File: src/design/plc_pkg.sv
// Shared types and constants of the piecewise linear calibration unit.
`default_nettype none

package plc_pkg;

    localparam logic [1:0] FUNC_WR_FACTORY = 2'd0;
    localparam logic [1:0] FUNC_WR_USER    = 2'd1;
    localparam logic [1:0] FUNC_CONVERT    = 2'd2;

    localparam logic [2:0] REG_TABLE_SELECT   = 3'd0;
    localparam logic [2:0] REG_FACTORY_POINTS = 3'd1;
    localparam logic [2:0] REG_USER_POINTS    = 3'd2;
    localparam logic [2:0] REG_FACTORY_OFFSET = 3'd3;
    localparam logic [2:0] REG_USER_OFFSET    = 3'd4;

    localparam int QUEUE_DEPTH = 4;
    localparam int QUEUE_AW    = 2;

    typedef enum logic [1:0] {
        OP_WR_FACTORY,
        OP_WR_USER,
        OP_CONVERT
    } t_op;

    typedef struct packed {
        t_op         op;
        logic [3:0]  slot;
        logic [15:0] reading;
        logic [15:0] ppress;
    } t_cmd;

    typedef struct packed {
        logic               sel;
        logic [3:0]         fpts;
        logic [3:0]         upts;
        logic signed [15:0] foff;
        logic signed [15:0] uoff;
    } t_cfg;

    typedef enum logic [3:0] {
        S_IDLE,
        S_LAST,
        S_FIRST,
        S_SCAN,
        S_FETCH,
        S_MUL,
        S_DSTART,
        S_DIV,
        S_SUM,
        S_FIN
    } t_state;

endpackage

`default_nettype wire

File: src/design/plc_front.sv
// Front end: accepts input words, classifies them and drops those without effect.
`default_nettype none

module plc_front import plc_pkg::*; #(
    parameter int CAL_POINTS = 10
) (
    input  wire logic        i_in_valid,
    output logic             o_in_ready,
    input  wire logic [1:0]  i_func,
    input  wire logic [3:0]  i_point_index,
    input  wire logic [15:0] i_reading,
    input  wire logic [15:0] i_point_pressure,
    input  wire logic        i_full,
    output logic             o_push,
    output t_cmd             o_cmd
);

    logic w_keep;
    logic w_slot_ok;

    assign w_slot_ok  = int'(i_point_index) < CAL_POINTS;
    assign o_in_ready = !i_full;

    always_comb begin
        o_cmd.slot    = i_point_index;
        o_cmd.reading = i_reading;
        o_cmd.ppress  = i_point_pressure;
        o_cmd.op      = OP_CONVERT;
        w_keep        = 1'b0;
        case (i_func)
            FUNC_WR_FACTORY: begin
                o_cmd.op = OP_WR_FACTORY;
                w_keep   = w_slot_ok;
            end
            FUNC_WR_USER: begin
                o_cmd.op = OP_WR_USER;
                w_keep   = w_slot_ok;
            end
            FUNC_CONVERT: begin
                o_cmd.op = OP_CONVERT;
                w_keep   = 1'b1;
            end
            default: begin
                w_keep = 1'b0;
            end
        endcase
    end

    assign o_push = i_in_valid && !i_full && w_keep;

endmodule

`default_nettype wire

File: src/design/plc_fifo.sv
// Short command queue between the front end and the conversion engine.
`default_nettype none

module plc_fifo import plc_pkg::*; (
    input  wire logic i_clk,
    input  wire logic i_rst_n,
    input  wire logic i_push,
    input  t_cmd      i_cmd,
    output logic      o_full,
    input  wire logic i_pop,
    output t_cmd      o_cmd,
    output logic      o_empty
);

    t_cmd                r_mem [QUEUE_DEPTH];
    logic [QUEUE_AW-1:0] r_wr_ptr;
    logic [QUEUE_AW-1:0] r_rd_ptr;
    logic [QUEUE_AW:0]   r_count;

    assign o_full  = r_count == (QUEUE_AW+1)'(QUEUE_DEPTH);
    assign o_empty = r_count == '0;
    assign o_cmd   = r_mem[r_rd_ptr];

    always_ff @(posedge i_clk) begin
        if (i_push) begin
            r_mem[r_wr_ptr] <= i_cmd;
        end
    end

    always_ff @(posedge i_clk) begin
        if (!i_rst_n) begin
            r_wr_ptr <= '0;
            r_rd_ptr <= '0;
            r_count  <= '0;
        end else begin
            if (i_push) begin
                r_wr_ptr <= r_wr_ptr + QUEUE_AW'(1);
            end
            if (i_pop) begin
                r_rd_ptr <= r_rd_ptr + QUEUE_AW'(1);
            end
            if (i_push && !i_pop) begin
                r_count <= r_count + (QUEUE_AW+1)'(1);
            end else if (i_pop && !i_push) begin
                r_count <= r_count - (QUEUE_AW+1)'(1);
            end
        end
    end

endmodule

`default_nettype wire

File: src/design/plc_div.sv
// Restoring divider of a 32-bit magnitude by a 16-bit magnitude, one quotient bit a cycle.
`default_nettype none

module plc_div (
    input  wire logic        i_clk,
    input  wire logic        i_rst_n,
    input  wire logic        i_start,
    input  wire logic [31:0] i_dividend,
    input  wire logic [15:0] i_divisor,
    output logic             o_done,
    output logic [31:0]      o_quot
);

    logic        r_busy;
    logic        r_done;
    logic [4:0]  r_cnt;
    logic [15:0] r_rem;
    logic [31:0] r_q;
    logic [15:0] r_den;
    logic [16:0] w_trial;
    logic [16:0] w_diff;
    logic        w_ge;

    assign w_trial = {r_rem, r_q[31]};
    assign w_ge    = w_trial >= {1'b0, r_den};
    assign w_diff  = w_trial - {1'b0, r_den};
    assign o_done  = r_done;
    assign o_quot  = r_q;

    always_ff @(posedge i_clk) begin
        if (!i_rst_n) begin
            r_busy <= 1'b0;
            r_done <= 1'b0;
            r_cnt  <= '0;
        end else begin
            r_done <= 1'b0;
            if (i_start) begin
                r_busy <= 1'b1;
                r_cnt  <= '0;
            end else if (r_busy) begin
                r_cnt <= r_cnt + 5'd1;
                if (r_cnt == 5'd31) begin
                    r_busy <= 1'b0;
                    r_done <= 1'b1;
                end
            end
        end
    end

    always_ff @(posedge i_clk) begin
        if (i_start) begin
            r_rem <= '0;
            r_q   <= i_dividend;
            r_den <= i_divisor;
        end else if (r_busy) begin
            r_rem <= w_ge ? w_diff[15:0] : w_trial[15:0];
            r_q   <= {r_q[30:0], w_ge};
        end
    end

endmodule

`default_nettype wire

File: src/design/plc_back.sv
// Conversion engine: table memories, segment search, interpolation and result register.
`default_nettype none

module plc_back import plc_pkg::*; #(
    parameter int CAL_POINTS = 10
) (
    input  wire logic   i_clk,
    input  wire logic   i_rst_n,
    input  t_cfg        i_cfg,
    input  wire logic   i_empty,
    input  t_cmd        i_cmd,
    output logic        o_pop,
    output logic        o_out_valid,
    input  wire logic   i_out_ready,
    output logic [14:0] o_pressure,
    output logic        o_zero_span
);

    localparam int IW = $clog2(CAL_POINTS);
    localparam int CW = $clog2(CAL_POINTS + 1);

    logic [31:0] r_mem_f [CAL_POINTS];
    logic [31:0] r_mem_u [CAL_POINTS];
    logic [31:0] r_rd_f;
    logic [31:0] r_rd_u;

    t_state             r_state;
    t_state             n_state;
    logic               r_use_user;
    logic [CW-1:0]      r_n;
    logic [IW-1:0]      r_idx;
    logic               r_last_gt;
    logic [15:0]        r_reading;
    logic signed [16:0] r_off;
    logic [15:0]        r_xb;
    logic [15:0]        r_yb;
    logic [15:0]        r_ya;
    logic signed [16:0] r_dx;
    logic signed [16:0] r_dr;
    logic signed [16:0] r_dy;
    logic signed [33:0] r_prod;
    logic               r_neg;
    logic signed [35:0] r_val;
    logic               r_zs;
    logic               r_out_valid;
    logic [14:0]        r_out_press;
    logic               r_out_zs;

    logic [CW-1:0]      w_nf;
    logic [CW-1:0]      w_nu;
    logic               w_use_user;
    logic [CW-1:0]      w_n;
    logic               w_trivial;
    logic signed [16:0] w_off;
    logic [31:0]        w_rd;
    logic [15:0]        w_x;
    logic [15:0]        w_y;
    logic               w_found;
    logic               w_below;
    logic               w_dx_zero;
    logic               w_pop;
    logic               w_conv;
    logic [IW-1:0]      w_rd_addr;
    logic               w_div_start;
    logic               w_div_done;
    logic [31:0]        w_div_q;
    logic [31:0]        w_dividend;
    logic [15:0]        w_divisor;
    logic [35:0]        w_q;
    logic [35:0]        w_qs;
    logic [14:0]        w_press;
    logic               w_load;

    assign w_nf = (int'(i_cfg.fpts) > CAL_POINTS) ? CW'(CAL_POINTS) : CW'(i_cfg.fpts);
    assign w_nu = (int'(i_cfg.upts) > CAL_POINTS) ? CW'(CAL_POINTS) : CW'(i_cfg.upts);
    assign w_use_user = i_cfg.sel && (w_nu > CW'(1));
    assign w_n        = w_use_user ? w_nu : w_nf;
    assign w_trivial  = !w_use_user && (w_nf < CW'(2));

    always_comb begin
        if (w_use_user) begin
            w_off = 17'(i_cfg.uoff);
        end else if (i_cfg.sel && (w_nu == CW'(1))) begin
            w_off = 17'(i_cfg.foff) + 17'(i_cfg.uoff);
        end else begin
            w_off = 17'(i_cfg.foff);
        end
    end

    assign w_rd      = r_use_user ? r_rd_u : r_rd_f;
    assign w_x       = w_rd[31:16];
    assign w_y       = w_rd[15:0];
    assign w_found   = (r_reading < w_x) || (CW'(r_idx) == r_n - CW'(1));
    assign w_below   = !r_use_user && (r_reading < w_x);
    assign w_dx_zero = r_xb == w_x;
    assign w_conv    = i_cmd.op == OP_CONVERT;

    always_comb begin
        n_state = r_state;
        case (r_state)
            S_IDLE: begin
                if (!i_empty && w_conv) begin
                    n_state = w_trivial ? S_FIN : S_LAST;
                end
            end
            S_LAST: begin
                n_state = S_FIRST;
            end
            S_FIRST: begin
                n_state = w_below ? S_FIN : S_SCAN;
            end
            S_SCAN: begin
                if (w_found) begin
                    n_state = S_FETCH;
                end
            end
            S_FETCH: begin
                n_state = w_dx_zero ? S_FIN : S_MUL;
            end
            S_MUL: begin
                n_state = S_DSTART;
            end
            S_DSTART: begin
                n_state = S_DIV;
            end
            S_DIV: begin
                if (w_div_done) begin
                    n_state = S_SUM;
                end
            end
            S_SUM: begin
                n_state = S_FIN;
            end
            S_FIN: begin
                if (!r_out_valid || i_out_ready) begin
                    n_state = S_IDLE;
                end
            end
            default: begin
                n_state = S_IDLE;
            end
        endcase
    end

    always_comb begin
        w_pop       = 1'b0;
        w_div_start = 1'b0;
        w_load      = 1'b0;
        w_rd_addr   = r_idx;
        case (r_state)
            S_IDLE: begin
                w_pop     = !i_empty;
                w_rd_addr = IW'(w_n - CW'(1));
            end
            S_LAST: begin
                w_rd_addr = '0;
            end
            S_FIRST: begin
                w_rd_addr = r_last_gt ? IW'(r_n - CW'(1)) : IW'(1);
            end
            S_SCAN: begin
                w_rd_addr = w_found ? (r_idx - IW'(1)) : (r_idx + IW'(1));
            end
            S_DSTART: begin
                w_div_start = 1'b1;
            end
            S_FIN: begin
                w_load = !r_out_valid || i_out_ready;
            end
            default: begin
                w_rd_addr = r_idx;
            end
        endcase
    end

    assign o_pop = w_pop;

    always_ff @(posedge i_clk) begin
        if (w_pop && (i_cmd.op == OP_WR_FACTORY)) begin
            r_mem_f[IW'(i_cmd.slot)] <= {i_cmd.reading, i_cmd.ppress};
        end
        if (w_pop && (i_cmd.op == OP_WR_USER)) begin
            r_mem_u[IW'(i_cmd.slot)] <= {i_cmd.reading, i_cmd.ppress};
        end
        r_rd_f <= r_mem_f[w_rd_addr];
        r_rd_u <= r_mem_u[w_rd_addr];
    end

    assign w_dividend = r_prod[33] ? 32'(-r_prod) : 32'(r_prod);
    assign w_divisor  = r_dx[16] ? 16'(-r_dx) : 16'(r_dx);

    plc_div u_div (
        .i_clk      (i_clk),
        .i_rst_n    (i_rst_n),
        .i_start    (w_div_start),
        .i_dividend (w_dividend),
        .i_divisor  (w_divisor),
        .o_done     (w_div_done),
        .o_quot     (w_div_q)
    );

    assign w_q  = {4'b0, w_div_q};
    assign w_qs = r_neg ? (36'd0 - w_q) : w_q;

    always_comb begin
        if (r_val[35]) begin
            w_press = '0;
        end else if (r_val > 36'sd32767) begin
            w_press = 15'h7fff;
        end else begin
            w_press = r_val[14:0];
        end
    end

    always_ff @(posedge i_clk) begin
        case (r_state)
            S_IDLE: begin
                r_use_user <= w_use_user;
                r_n        <= w_n;
                r_reading  <= i_cmd.reading;
                r_off      <= w_off;
                r_val      <= '0;
                r_zs       <= 1'b0;
            end
            S_LAST: begin
                r_last_gt <= r_reading > w_x;
            end
            S_FIRST: begin
                r_idx <= r_last_gt ? IW'(r_n - CW'(1)) : IW'(1);
            end
            S_SCAN: begin
                r_xb <= w_x;
                r_yb <= w_y;
                if (!w_found) begin
                    r_idx <= r_idx + IW'(1);
                end
            end
            S_FETCH: begin
                r_ya <= w_y;
                r_dx <= $signed({1'b0, r_xb}) - $signed({1'b0, w_x});
                r_dr <= $signed({1'b0, r_reading}) - $signed({1'b0, w_x});
                r_dy <= $signed({1'b0, r_yb}) - $signed({1'b0, w_y});
                r_zs <= w_dx_zero;
            end
            S_MUL: begin
                r_prod <= r_dr * r_dy;
            end
            S_DSTART: begin
                r_neg <= r_prod[33] ^ r_dx[16];
            end
            S_SUM: begin
                r_val <= $signed(36'({1'b0, r_ya}) + w_qs + 36'(r_off));
            end
            default: begin
                r_zs <= r_zs;
            end
        endcase
        if (w_load) begin
            r_out_press <= w_press;
            r_out_zs    <= r_zs;
        end
    end

    always_ff @(posedge i_clk) begin
        if (!i_rst_n) begin
            r_state     <= S_IDLE;
            r_out_valid <= 1'b0;
        end else begin
            r_state <= n_state;
            if (w_load) begin
                r_out_valid <= 1'b1;
            end else if (i_out_ready) begin
                r_out_valid <= 1'b0;
            end
        end
    end

    assign o_out_valid = r_out_valid;
    assign o_pressure  = r_out_press;
    assign o_zero_span = r_out_zs;

`ifndef SYNTHESIS
    a_div_done_in_wait: assert property (@(posedge i_clk) disable iff (!i_rst_n)
        w_div_done |-> (r_state == S_DIV))
        else $error("Divider finished outside its wait state.");

    a_zero_span_gives_zero: assert property (@(posedge i_clk) disable iff (!i_rst_n)
        (r_out_valid && r_out_zs) |-> (r_out_press == 15'd0))
        else $error("Zero span result carries a non-zero pressure.");

    a_load_sets_valid: assert property (@(posedge i_clk) disable iff (!i_rst_n)
        w_load |=> r_out_valid)
        else $error("Loaded result word is not shown as valid.");

    a_scan_in_table: assert property (@(posedge i_clk) disable iff (!i_rst_n)
        (r_state == S_SCAN) |-> (CW'(r_idx) < r_n))
        else $error("Segment search left the populated table.");
`endif

endmodule

`default_nettype wire

File: src/design/piecewise_linear_calibration_unit.sv
// Top level of the piecewise linear calibration unit with its register file.
// A conversion runs the segment search over the table, then the 32-step serial divider; the
// search length depends on where the reading falls in the table.
// The engine handles one command at a time while the queue holds up to four more; a reading
// below the factory table or a factory table of fewer than two points skips the interpolation.
// Reset clears the registers, queue and control; the table contents stay undefined.
`default_nettype none

module piecewise_linear_calibration_unit import plc_pkg::*; #(
    parameter int CAL_POINTS = 10
) (
    input  wire logic        i_clk,
    input  wire logic        i_rst_n,
    input  wire logic        i_in_valid,
    output logic             o_in_ready,
    input  wire logic [1:0]  i_func,
    input  wire logic [3:0]  i_point_index,
    input  wire logic [15:0] i_reading,
    input  wire logic [15:0] i_point_pressure,
    output logic             o_out_valid,
    input  wire logic        i_out_ready,
    output logic [14:0]      o_pressure,
    output logic             o_zero_span,
    input  wire logic        psel,
    input  wire logic        penable,
    input  wire logic        pwrite,
    input  wire logic [4:0]  paddr,
    input  wire logic [31:0] pwdata,
    output logic [31:0]      prdata,
    output logic             pready
);

    t_cfg       r_cfg;
    logic       w_wr;
    logic [2:0] w_reg;
    logic       w_push;
    logic       w_full;
    logic       w_pop;
    logic       w_empty;
    t_cmd       w_push_cmd;
    t_cmd       w_head_cmd;

    assign pready = 1'b1;
    assign w_wr   = psel && penable && pwrite;
    assign w_reg  = paddr[4:2];

    always_ff @(posedge i_clk) begin
        if (!i_rst_n) begin
            r_cfg <= '0;
        end else if (w_wr) begin
            case (w_reg)
                REG_TABLE_SELECT:   r_cfg.sel  <= pwdata[0];
                REG_FACTORY_POINTS: r_cfg.fpts <= pwdata[3:0];
                REG_USER_POINTS:    r_cfg.upts <= pwdata[3:0];
                REG_FACTORY_OFFSET: r_cfg.foff <= pwdata[15:0];
                REG_USER_OFFSET:    r_cfg.uoff <= pwdata[15:0];
                default: begin
                    r_cfg <= r_cfg;
                end
            endcase
        end
    end

    always_comb begin
        case (w_reg)
            REG_TABLE_SELECT:   prdata = {31'b0, r_cfg.sel};
            REG_FACTORY_POINTS: prdata = {28'b0, r_cfg.fpts};
            REG_USER_POINTS:    prdata = {28'b0, r_cfg.upts};
            REG_FACTORY_OFFSET: prdata = 32'(r_cfg.foff);
            REG_USER_OFFSET:    prdata = 32'(r_cfg.uoff);
            default:            prdata = '0;
        endcase
    end

    plc_front #(
        .CAL_POINTS (CAL_POINTS)
    ) u_front (
        .i_in_valid       (i_in_valid),
        .o_in_ready       (o_in_ready),
        .i_func           (i_func),
        .i_point_index    (i_point_index),
        .i_reading        (i_reading),
        .i_point_pressure (i_point_pressure),
        .i_full           (w_full),
        .o_push           (w_push),
        .o_cmd            (w_push_cmd)
    );

    plc_fifo u_fifo (
        .i_clk   (i_clk),
        .i_rst_n (i_rst_n),
        .i_push  (w_push),
        .i_cmd   (w_push_cmd),
        .o_full  (w_full),
        .i_pop   (w_pop),
        .o_cmd   (w_head_cmd),
        .o_empty (w_empty)
    );

    plc_back #(
        .CAL_POINTS (CAL_POINTS)
    ) u_back (
        .i_clk       (i_clk),
        .i_rst_n     (i_rst_n),
        .i_cfg       (r_cfg),
        .i_empty     (w_empty),
        .i_cmd       (w_head_cmd),
        .o_pop       (w_pop),
        .o_out_valid (o_out_valid),
        .i_out_ready (i_out_ready),
        .o_pressure  (o_pressure),
        .o_zero_span (o_zero_span)
    );

endmodule

`default_nettype wire
File: config.mk
export PLATFORM = sky130hd
export DESIGN_NAME = piecewise_linear_calibration_unit
export DESIGN_NICKNAME = d
export VERILOG_FILES = /design/src/design/plc_pkg.sv /design/src/design/plc_front.sv /design/src/design/plc_fifo.sv /design/src/design/plc_div.sv /design/src/design/plc_back.sv /design/src/design/piecewise_linear_calibration_unit.sv
export SDC_FILE = /design/constraint.sdc
export NUM_CORES = 2
export LEC_CHECK = 0
export ABC_AREA = 1
export BUFFER_PORTS_ARGS = -buffer_cell sky130_fd_sc_hd__buf_2
export CORE_MARGIN = 4
export CORE_UTILIZATION = 55
export DETAILED_ROUTE_END_ITERATION = 10
export PLACE_DENSITY_LB_ADDON = 0.3
export SLEW_MARGIN = 20
export SYNTH_ARGS = -nofsm -noshare
export SYNTH_HDL_FRONTEND = slang
export SYNTH_SLANG_ARGS = --single-unit
File: constraint.sdc
create_clock -name i_clk -period 14 [get_ports i_clk]
set_input_delay 0.7 -clock i_clk [delete_from_list [all_inputs] [get_ports i_clk]]
set_output_delay 0.7 -clock i_clk [all_outputs]
set_load 0.05 [all_outputs]
After elaboration in Yosys (flattened, before gate mapping)
Memory sizes are Yosys's and may differ from the RTL's. A register that Yosys moved wholly into a read port is not among the register bits.
Index checks and enable logic that the tools add are counted.
{"block": "totals", "regBits": 354, "ramBits": 792, "inputBits": 82, "out_inout_bits": 51, "elab_cells": 189, "n_memories": 3}
{"memory": "u_back.r_mem_f", "words": 10, "word_bits": 32, "read_ports": 1, "rd_clocked_by_memory_dff": 1, "wr": 1, "line_no": "plc_back.sv:22", "text": "logic [31:0] r_mem_f [CAL_POINTS];"}
{"memory": "u_back.r_mem_u", "words": 10, "word_bits": 32, "read_ports": 1, "rd_clocked_by_memory_dff": 1, "wr": 1, "line_no": "plc_back.sv:23", "text": "logic [31:0] r_mem_u [CAL_POINTS];"}
{"memory": "u_fifo.r_mem", "words": 4, "word_bits": 38, "read_ports": 1, "rd_clocked_by_memory_dff": 1, "wr": 1, "line_no": "plc_fifo.sv:15", "text": "t_cmd r_mem [QUEUE_DEPTH];"}
{"block": "op_classes", "add_sub_neg": 19, "mul": 1, "order_cmp": 9, "eq_ne": 27, "mux": 50, "bitwise": 3, "reduce_logical": 43}
{"op": "$pmux W32 S5", "n": 1}
{"op": "$mux W32", "n": 4}
{"op": "$pmux W36 S2", "n": 1}
{"op": "$mux W4", "n": 13}
{"op": "$sub A16 B16 Y17", "n": 3}
{"op": "$pmux W4 S10", "n": 1}
{"op": "$add A16 B36 Y36", "n": 1}
{"op": "$add A36 B36 Y36", "n": 1}
{"op": "$gt A36 B16 Y1 const B", "n": 1}
{"op": "$mux W36", "n": 1}
{"op": "$mul A17 B17 Y34", "n": 1}
{"op": "$mux W17", "n": 2}
{"op": "$sub A1 B32 Y33 const A", "n": 1}
{"op": "$mux W16", "n": 2}
{"op": "$neg A32 Y32", "n": 1}
{"op": "$add A16 B16 Y17", "n": 1}
{"op": "$ge A17 B16 Y1", "n": 1}
{"op": "$eq A16 B16 Y1", "n": 1}
{"op": "$eq A4 B3 Y1 const B", "n": 4}
{"op": "$gt A16 B16 Y1", "n": 1}
{"op": "$lt A16 B16 Y1", "n": 1}
{"op": "$neg A16 Y16", "n": 1}
{"op": "$pmux W4 S4", "n": 1}
{"op": "$sub A16 B16 Y16", "n": 1}
{"op": "42 further kinds", "n": 106}

Depth between registers and ports, before layout
{"block": "logic_depth", "depth_word": 9, "depth_mapped": 27, "depth_no_buf": 25}

Hierarchy
Synthesis repeated with hierarchy kept, for this count alone.
{"block": "unflattened", "cells_unflattened": 7161, "hier_area_um2": 69087.5}
{"mod": "plc_back", "instances": 1, "cells_each": 5825, "area_per_inst_um2": 56452.9, "seq_area_each_um2": 27476.4}
{"mod": "plc_fifo", "instances": 1, "cells_each": 426, "area_per_inst_um2": 6082.1, "seq_area_each_um2": 4744.6}
{"mod": "plc_div", "instances": 1, "cells_each": 514, "area_per_inst_um2": 4080.2, "seq_area_each_um2": 1901.8}
{"mod": "piecewise_linear_calibration_unit", "instances": 1, "cells_each": 349, "area_per_inst_um2": 2152.1, "seq_area_each_um2": 820.8}
{"mod": "plc_front", "instances": 1, "cells_each": 47, "area_per_inst_um2": 320.3, "seq_area_each_um2": 0.0}

Worst setup path after synthesis
No wires, ideal clock.
{"block": "synth_timing", "path_type": "register to register", "startpoint": "register u_back.r_dy[3]", "endpoint": "register u_back.r_prod[33], data pin", "setup_ps": 265, "arrival_ps": 6145, "required_time_ps": 13735, "slack_ps": 7590, "stages_incl_launch_ff": 21, "n_path_buf": 2, "period_less_slack_ps": 6410, "cell_sequence": "edfxtp_1 > clkbuf_1 > clkbuf_1 > nand2_1 > fa_1 > inv_1 > fa_1 > fa_1 > fa_1 > fa_1 > inv_1 > fa_1 > inv_1 > ha_1 > nand2_1 > nor4_1 > nand2_1 > o211ai_1 > a21oi_1 > o21ai_0 > xor2_1"}
{"block": "synth_between", "elab_chain_cells": 1}
{"item": "start, declared", "line_no": "plc_back.sv:40", "text": "logic signed [16:0] r_dy;"}
{"item": "start signal, assigned", "line_no": "plc_back.sv:242", "text": "r_dy <= $signed({1'b0, r_yb}) - $signed({1'b0, w_y});"}
{"item": "$mul A17 B17 Y34", "line_no": "plc_back.sv:246", "text": "r_prod <= r_dr * r_dy;"}
{"item": "end signal, assigned", "line_no": "plc_back.sv:246"}
{"item": "end, declared", "line_no": "plc_back.sv:41", "text": "logic signed [33:0] r_prod;"}
No other way between the ends.
A chain may end at the register's enable or synchronous reset.

Worst setup path after layout
{"block": "layout_timing", "startpoint": "register u_back.r_dy[3]", "endpoint": "register u_back.r_prod[31], data pin"}
Same word-level chain as after synthesis.

==> impl_metrics.yaml <==
outcome:
  status: "complete, no violations"
cells_and_area:
  area_growth_pct: 8.96
  nFillCells: 9912
  nets: 7533
  drive_above_1_share: 0.0719
sta:
  post-route-period-util: 0.503
  fin_ws_ps: 6960
  fin_crit_ps: 7040
  rsz0062_at_grt: "false"
  max_slew_margin: 0.218
  finalSetupViolCount: 0
  clock-skew-final_ps: 68.5
  tightest_slew_ps: 1170
  max_freq_mhz: 142
  report.final.slew_viol_count: 0
  hold_violations: 0
  setup-tns-final_ps: 0
clock_network:
  cts_sinks: 1211
  ctsHoldBuffers: 0
  cts.clk_slew.worst_paths_ps: 60
  clockBufferDepth: 3
  clk_latency_ps: 780
  cts_setup_buffers: 0
  cts_made_buffers: 121
  cts_root_buf: "clkbuf_16"
  cts_resized: 0
  htreeDepth: 3
  cts_tree: "done"
worst_setup_path:
  worst-endpoint-arrival_ps: 7510
  crit_path_start_kind: "flop"
  r2r_slack_ps: 6960
  crit_type: "flop to flop"
  cp.required_ps: 14470
  cp_max_fo: 17
  end_kind: "flop"
placement:
  pre_cts_slack_ps: 6940
  portBuffers: 113
  dp_hpwl_um: 111000
  place_congestion: 0.910
global_routing:
  grt_max_degree: 177
  grt_pass1_wl_um: 265000
  antenna_found_initial: 9
  grt_pass1_vias: 46300
  grt-ovfl-total: 0
  grt_use_total: 0.260
floorplan:
  die_area_mm2: 0.129
  fp-row-count: 128
  die_w_um: 359
  io-pin-count: 133
  die_h_um: 359
  start_util: 0.555
  coreArea_mm2: 0.122
power_and_ir_drop:
  p_int_uw: 9380
  switchingPower_uw: 7120
  p_leak_uw: 0.0325
  p_clk_frac: 0.197
  powerDensity_mw_per_mm2: 223
  seqPwrFrac: 0.308
  ir_worst_vdd_uv: 347
  comb_power_share: 0.496
  switching_share: 0.432
route:
  drtIter0Drc: 4883
  detail-route-antenna-nets: 0
  wl_um: 170000
  num_vias: 47600
  post-route-drc-count: 0
  via_per_inst: 5.51
  wl_per_cell_um: 19.7
  drt-pass1-iter-count: 6
synthesis:
  synthDistinctLibCells: 63
  synthCells: 6907
  ys_warn_count: 0
  syn-num-nets: 7537
  synth_edf_count: 1069
  synth.area.top_cells: "edfxtp_1 47%, fa_1 9.4%, nand2_1 8.4%"
  synth_area_mm2: 0.0678
  synth_top_area_cell: "edfxtp_1"
  syn_area_per_cell_um2: 9.81
  synth_top_area_frac: 0.474
  ys_ff_latch: 1211
  synthArstFlopShare: 0
  ys.flop_type: "edfxtp_1"
  yosysMostFrequentCell: "nand2_1"
  netlist_top_cells_count: "1513 x nand2_1, 1147 x inv_1, 1069 x edfxtp_1"
  ys_seq_area_frac: 0.516
hold_path:
  worstHoldPathType: "input port to flop"
flow_run:
  drv_cap: 0
stage by stage:
stage	total power, uW	utilization	area [um2]	hold WS (ps)	instances
global placement	13100	0.572	69800	428	8404
global route	17700	0.605	73800	113	8636
CTS	16500	0.605	73800	93.1	8634
detailed placement	13200	0.572	69800	411	8404
floorplan	11000	-	67800	400	6907
finish	16500	0.605	73800	139	8643
sequential cells by signal, summed over array words and instances, names as in the netlist, 32 cells and up, named ones only:
register,flops
u_back.r_rd_u,32
u_back.r_prod,33
u_back.r_val,36
u_back.r_rd_f,32
r_cfg,41
u_fifo.r_mem,152
u_back.r_mem_u,320
u_back.r_mem_f,320
u_back.u_div.o_quot,32
cell usage in the layout, fill, tap and decap left out, types with 141 or more instances in the layout:
cell type,count
nand3_1,616
a21oi_1,244
o21ai_0,346
nand2_1,1508
edfxtp_1,1069
nor2_1,305
dfxtp_1,141
ha_1,229
inv_1,1145
fa_1,319
cells by family (layout without fill, tap and decap cells):
kind of cell             count (synthesis)  after routing  synth area share
adder cells (fa/ha/maj)                548            548             0.137
buffers and inverters                 1489           1592            0.0874
flip-flops                            1211           1211             0.516
multiplexers                            64             64            0.0106
XOR/XNOR                               178            178            0.0230
AND/OR/NAND/NOR                       2609           2609             0.161
other                                    1              9         0.0000553
AO/OA/AOI/OAI                          807            807            0.0655
layer usage:
layer	GRT usage	routed length, um	vias to the layer above
li1	-	-	22600
met1	0.346	69000	23000
met2	0.443	83100	1716
met3	0.0423	12800	320
met4	0.0780	5120	2
met5	0	13	-
worst max-delay path, cell delays in order (launching register included):
cell and delay, ps:
edfxtp_1 860, nand2_1 270, fa_1 770, inv_1 100, fa_1 840, fa_1 510
fa_1 480, fa_1 550, inv_1 60, fa_1 530, inv_1 40, ha_1 360
nand2_1 140, nor4_1 370, nand2_1 90, o211ai_1 320, a21oi_1 190, o21ai_0 220
xor2_1 90
final timing paths:
check                            from                 end  cells past startpoint
setup / recovery       u_back.r_dy[3]   u_back.r_prod[31]                     18
hold / removal    i_point_pressure[3]  u_fifo.r_mem[1][3]                      1
setup reg to reg       u_back.r_dy[3]   u_back.r_prod[31]                     18
hold reg to reg           u_back.r_zs  u_back.o_zero_span                      0
final cells by class:
| class | count | area, um2 | area share |
|---|---|---|---|
| timing repair buffer | 189 | 1170 | 0.0158 |
| clock inverter | 78 | 781 | 0.0106 |
| tap | 1625 | 2030 | 0.0275 |
| inverter | 1173 | 4410 | 0.0597 |
| multi-input combinational | 4207 | 27300 | 0.369 |
| antenna | 8 | 20.0 | 0.000271 |
| sequential | 1211 | 34900 | 0.473 |
| clock buffer | 152 | 3240 | 0.0439 |
power by group through the flow:
stage / logic [uW] / registers, uW / clock network, uW
finish: 8180 / 5080 / 3250
global route: 9190 / 5100 / 3430
CTS: 8150 / 5070 / 3290
detailed placement: 8090 / 5150 / 0
global placement: 7940 / 5140 / 0
floorplan: 5940 / 5100 / 0
Note: power is estimated with default switching activity, not from simulation.
